### src/design/znlt_pkg.sv
// ============================================================================
// znlt_pkg: shared constants and types of the zoned node location table
// Table geometry, mode/status/tag codes and mixer constants.
// ============================================================================
package znlt_pkg;

    // geometry (both sizes must be powers of two)
    localparam int ZONE_SLOTS    = 16;
    localparam int TRACKER_SLOTS = 64;
    localparam int ZIDX_W        = $clog2(ZONE_SLOTS);
    localparam int EIDX_W        = $clog2(TRACKER_SLOTS);
    localparam int ADDR_W        = ZIDX_W + EIDX_W;
    localparam int DEPTH         = ZONE_SLOTS * TRACKER_SLOTS;

    // entry tags
    localparam logic [1:0] TAG_EMPTY = 2'd0;
    localparam logic [1:0] TAG_LIVE  = 2'd1;
    localparam logic [1:0] TAG_TOMB  = 2'd2;

    // request modes
    localparam logic [2:0] MODE_LOOKUP   = 3'd0;
    localparam logic [2:0] MODE_UPDATE   = 3'd1;
    localparam logic [2:0] MODE_MIGRATE  = 3'd2;
    localparam logic [2:0] MODE_REMOVE   = 3'd3;
    localparam logic [2:0] MODE_SEAL_SET = 3'd4;
    localparam logic [2:0] MODE_SEAL_GET = 3'd5;
    localparam logic [2:0] MODE_LIST     = 3'd6;

    // result status
    localparam logic [2:0] ST_OK        = 3'd0;
    localparam logic [2:0] ST_NOT_FOUND = 3'd1;
    localparam logic [2:0] ST_INVALID   = 3'd2;
    localparam logic [2:0] ST_ZONE_FULL = 3'd3;
    localparam logic [2:0] ST_NODE_FULL = 3'd4;

    // configuration register indexes
    localparam int          CFG_IDX_W     = 1;
    localparam logic [0:0]  CFG_INV_ZONE  = 1'd0;
    localparam logic [0:0]  CFG_INV_NODE  = 1'd1;

    // splitmix64 finalizer
    localparam logic [63:0] MIX_C1    = 64'hbf58476d1ce4e5b9;
    localparam logic [63:0] MIX_C2    = 64'h94d049bb133111eb;
    localparam logic [31:0] ZONE_SALT = 32'h9e3779b9;

    typedef struct packed {
        logic [1:0]  tag;
        logic [31:0] node;
        logic [31:0] slot;
    } entry_t;

endpackage

### src/design/znlt_mix.sv
// ============================================================================
// znlt_mix: iterative splitmix64 finalizer variant with a final shift of 33
// One 32x32 multiplier; each 64-bit product takes three partial products.
// ============================================================================
module znlt_mix (
    input  logic        aclk,
    input  logic        aresetn,
    input  logic        start,
    input  logic [63:0] x_in,
    output logic        done,
    output logic [63:0] h
);
    import znlt_pkg::*;

    logic        busy_reg;
    logic [2:0]  stp_reg;
    logic [63:0] x_reg;
    logic [63:0] acc_reg;
    logic [63:0] cst;
    logic [31:0] mul_a;
    logic [31:0] mul_b;
    logic [63:0] prod;

    // low 64 bits of x*c = lo*lo + ((lo*hi + hi*lo) << 32)
    always_comb begin
        cst   = stp_reg[2] ? MIX_C2 : MIX_C1;
        mul_a = (stp_reg[1:0] == 2'd2) ? x_reg[63:32] : x_reg[31:0];
        mul_b = (stp_reg[1:0] == 2'd1) ? cst[63:32] : cst[31:0];
        prod  = 64'(mul_a) * 64'(mul_b);
    end

    assign done = busy_reg && (stp_reg == 3'd7);
    assign h    = acc_reg ^ (acc_reg >> 33);

    always_ff @(posedge aclk) begin
        if (!aresetn) begin
            busy_reg <= 1'b0;
            stp_reg  <= 3'd0;
        end else if (start) begin
            x_reg    <= x_in ^ (x_in >> 30);
            stp_reg  <= 3'd0;
            busy_reg <= 1'b1;
        end else if (busy_reg) begin
            case (stp_reg[1:0])
                2'd0: acc_reg <= prod;
                2'd1, 2'd2: acc_reg[63:32] <= acc_reg[63:32] + prod[31:0];
                default: begin
                    if (stp_reg[2]) busy_reg <= 1'b0;
                    else            x_reg <= acc_reg ^ (acc_reg >> 27);
                end
            endcase
            stp_reg <= stp_reg + 3'd1;
        end
    end

endmodule

### config.mk
export PLATFORM = sky130hd
export DESIGN_NAME = znlt_mix
export DESIGN_NICKNAME = d
export VERILOG_FILES = /design/src/design/znlt_pkg.sv /design/src/design/znlt_mix.sv
export SDC_FILE = /design/constraint.sdc
export NUM_CORES = 2
export LEC_CHECK = 0
export BUFFER_PORTS_ARGS = -buffer_cell sky130_fd_sc_hd__buf_2
export CORE_UTILIZATION = 55
export DETAILED_ROUTE_END_ITERATION = 10
export PLACE_DENSITY = 0.85
export SYNTH_ARGS = -nofsm -noshare
export SYNTH_HDL_FRONTEND = slang
export SYNTH_SLANG_ARGS = --single-unit
### constraint.sdc
create_clock -name aclk -period 9.35 [get_ports aclk]
set_input_delay 0.935 -clock aclk [delete_from_list [all_inputs] [get_ports aclk]]
set_output_delay 0.935 -clock aclk [all_outputs]
set_load 0.01 [all_outputs]
==> summary.md <==
| Metric | Value |
|---|---|
| Row count | 95 |
| Number of clock sinks | 132 |
| R2r startpoint | stp_reg[0] |
| Status | completed |
| Top cells by area, synth | fa_1 44%, ha_1 12%, edfxtp_1 10%, inv_1 9.9%, nor2_1 2.9% |
| Synth cell types | 83 |
| DRC viols | 0 |
| Largest net degree at the start of global routing | 106 |
| Cell area after placement | 42300 sq um |
| Syn. warnings | 0 |
| Initial antenna violation count | 2 |
| Initial drt markers | 3273 |
| Most frequent CP cell | fa_1 |
| Largest stage delay on the critical path | 0.58 ns |
| Worst R2R End | acc_reg[62] |
| Routed vias | 30100 |
| Final Hold Viols | 0 |
| I/O Buffers | 131 |
| Global placer's final weighted congestion | 1.05 |
| Num CTS Buffers | 17 |
| Clock skew | 0.0123 ns |
| Chip Width | 263 microns |
| Die Ht | 263 microns |
| Initial core utilization | 55.7% |
| WP data arrival | 9.26 ns |
| Net Count, Synth | 5108 |
| Clock root buffer | clkbuf_16 |
| EDFF count, synth | 128 |
| Total Die Area | 69400 sq um |
| Slew Limit Fails | 0 |
| Asr flop ratio synth | 0% |
| Mapped Area | 37600 sq um |
| Final setup viols | 0 |
| Num ports | 132 |
| Vias per cell | 5.77 |
| Hold depth | 2 |
| First-pass GRT wire length | 196 mm |
| CTS tree | yes |
| Final Instance Area | 43400 sq um |
| Worst reg2reg path depth | 40 |
| Sequential fraction of the synthesis area | 10.4% |
| Synth top area share | 43.7% |
| P&R area growth vs syn | 15.6% |
| Syn avg cell area | 9.75 sq um |
| Syn Inst Count | 3853 |
| Gr usage total | 38.6% |
| # hold bufs at CTS | 0 |
| Area of the core | 67400 sq um |
| Clock latency on the worst-skew pair | 0.44 ns |
| Wire per inst | 25.0 microns |
| #FFs+latches synth | 132 |
| Peak fanout along the critical path | 10 |
| Remaining antenna violation count | 0 |
| Slew margin rel. | 32.2% |
| Crit. End Element | register |
| Max Fclk | 110 MHz |
| Commonest non-fill, non-tap cell in the layout | inv_1 |
| Detailed Place HPWL | 115 mm |
| Number of max-cap violations | 0 |
| Vias in the first global route | 32200 |
| Clk slew on worst S/H paths | 0.06 ns |
| HP Start | stp_reg[1] |
| Nets | 5591 |
| Slowest CP cell | fa_2 |
| Hold EP | stp_reg[1] |
| Worst slew pin tran | 1.02 ns |
| Crit share post-route | 97.2% |
| Worst Hold Class | reg -> reg |
| Clock tree buffer depth | 2 |
| Top cell type by total area after synthesis | fa_1 |
| Gr ovfl total | 0 |
| CP Class | reg -> reg |
| First-pass DRT Iterations | 6 |
| H-Tree Depth | 4 |
| Worst R2R Setup Slack | 0.26 ns |
| Final WL | 131 mm |
| Commonest cells after routing, fill and taps aside | 980 x inv_1, 815 x fa_1, 462 x buf_4 |
| Final period demand of the worst path | 9.09 ns |
| Crit path required time | 9.52 ns |
| Critical Path Start Type | register |
| Top FF cell, synth | edfxtp_1 |
| Layout cells sized above 1 | 18.5% |
cell usage after synthesis (5+ instances only):
library cell and n:
inv_1 989, fa_1 820, ha_1 368, nor2_1 293, nand2_1 251, edfxtp_1 128
a21oi_1 122, o21ai_0 108, xor2_1 99, clkbuf_1 93, xnor2_1 91, mux2_2 42
buf_4 37, a21o_1 35, nand2b_1 28, mux2i_1 25, nand4_1 25, nor3_1 25
o21ai_1 24, o22ai_1 18, a211oi_1 17, o21a_1 15, nand3_1 14, o211ai_1 14
and2_1 12, and3_1 12, o21bai_1 10, nor2b_1 9, a31oi_1 8, o31ai_1 8
a2111oi_0 7, buf_1 6, or2_2 6, buf_2 5, or3_1 5
worst max-delay path, delay by kind of cell, from the launching register on:
family / cells / cell delay, ns
fa+ha+maj: 11 / 4.42
buf+inv: 14 / 1.67
compound gates: 9 / 1.60
mux: 2 / 0.39
flops: 1 / 0.31
simple gates: 3 / 0.26
xor+xnor: 1 / 0.15
metal layers:
metal / up-vias / share of wire, % / GRT usage (%)
li1: 12800 / - / -
met1: 15000 / 37 / 50.5
met2: 1858 / 45 / 59.6
met3: 467 / 9.8 / 7.71
met4: 2 / 7.7 / 23.4
met5: - / 0.010 / 0
final cells by class:
type	instances	area (sq um)
Antenna cell	1	2.50
Fill cell	5375	24000
Tap cell	873	1090
Clock buffer	18	429
Timing Repair Buffer	605	4340
Multi-Input combinational cell	2587	29800
Inverter	993	3730
Clock inverter	14	138
Sequential cell	132	3930
stage by stage:
| step | std cells | hold slack, ns | setup WS, ns | utilization [%] | setup TNS [ns] |
|---|---|---|---|---|---|
| 3_5_place_dp | 5184 | 0.571 | -0.218 | 62.7 | -1.05 |
| 2_1_floorplan | 3853 | 0.514 | 0.000647 | - | 0 |
| 3_3_place_gp | 5184 | 0.545 | -0.123 | 62.7 | -0.427 |
| 5_1_grt | 5222 | 0.600 | -0.0543 | 64.4 | -0.147 |
| 4_1_cts | 5217 | 0.585 | 0.00114 | 63.7 | 0 |
| 6_report | 5223 | 0.586 | 0.258 | 64.4 | 0 |
repair_timing:
item	CTS	global route
endpoints found under the setup margin	8	23
cloned	0	0
gates resized for setup	31	112
setup buffers	1	5
pin swaps	2	25
endpoints found under the hold margin	0	0
how the worst max path moves through the flow:
stage	start	to	slack, ns	cells after the start
after detailed placement	stp_reg[1]	acc_reg[58]	-0.22	36
after CTS	stp_reg[1]	acc_reg[63]	0.001	37
final	stp_reg[0]	acc_reg[62]	0.26	40
after global routing	stp_reg[0]	acc_reg[60]	-0.05	40
after global placement	stp_reg[1]	acc_reg[63]	-0.12	35
after floorplan	stp_reg[0]	acc_reg[60]	0.0006	37
cells by family after synthesis:
logic type / share of synthesized area (%)
AO/OA/AOI/OAI: 7.34
flip-flops: 10.4
adder cells (fa/ha/maj): 56.0
buffers and inverters: 11.7
multiplexers: 1.93
AND/OR/NAND/NOR: 8.12
XOR/XNOR: 4.49
Power is not shown: default switching activity piles up to over one toggle a cycle in this logic, so the estimate is an artifact.
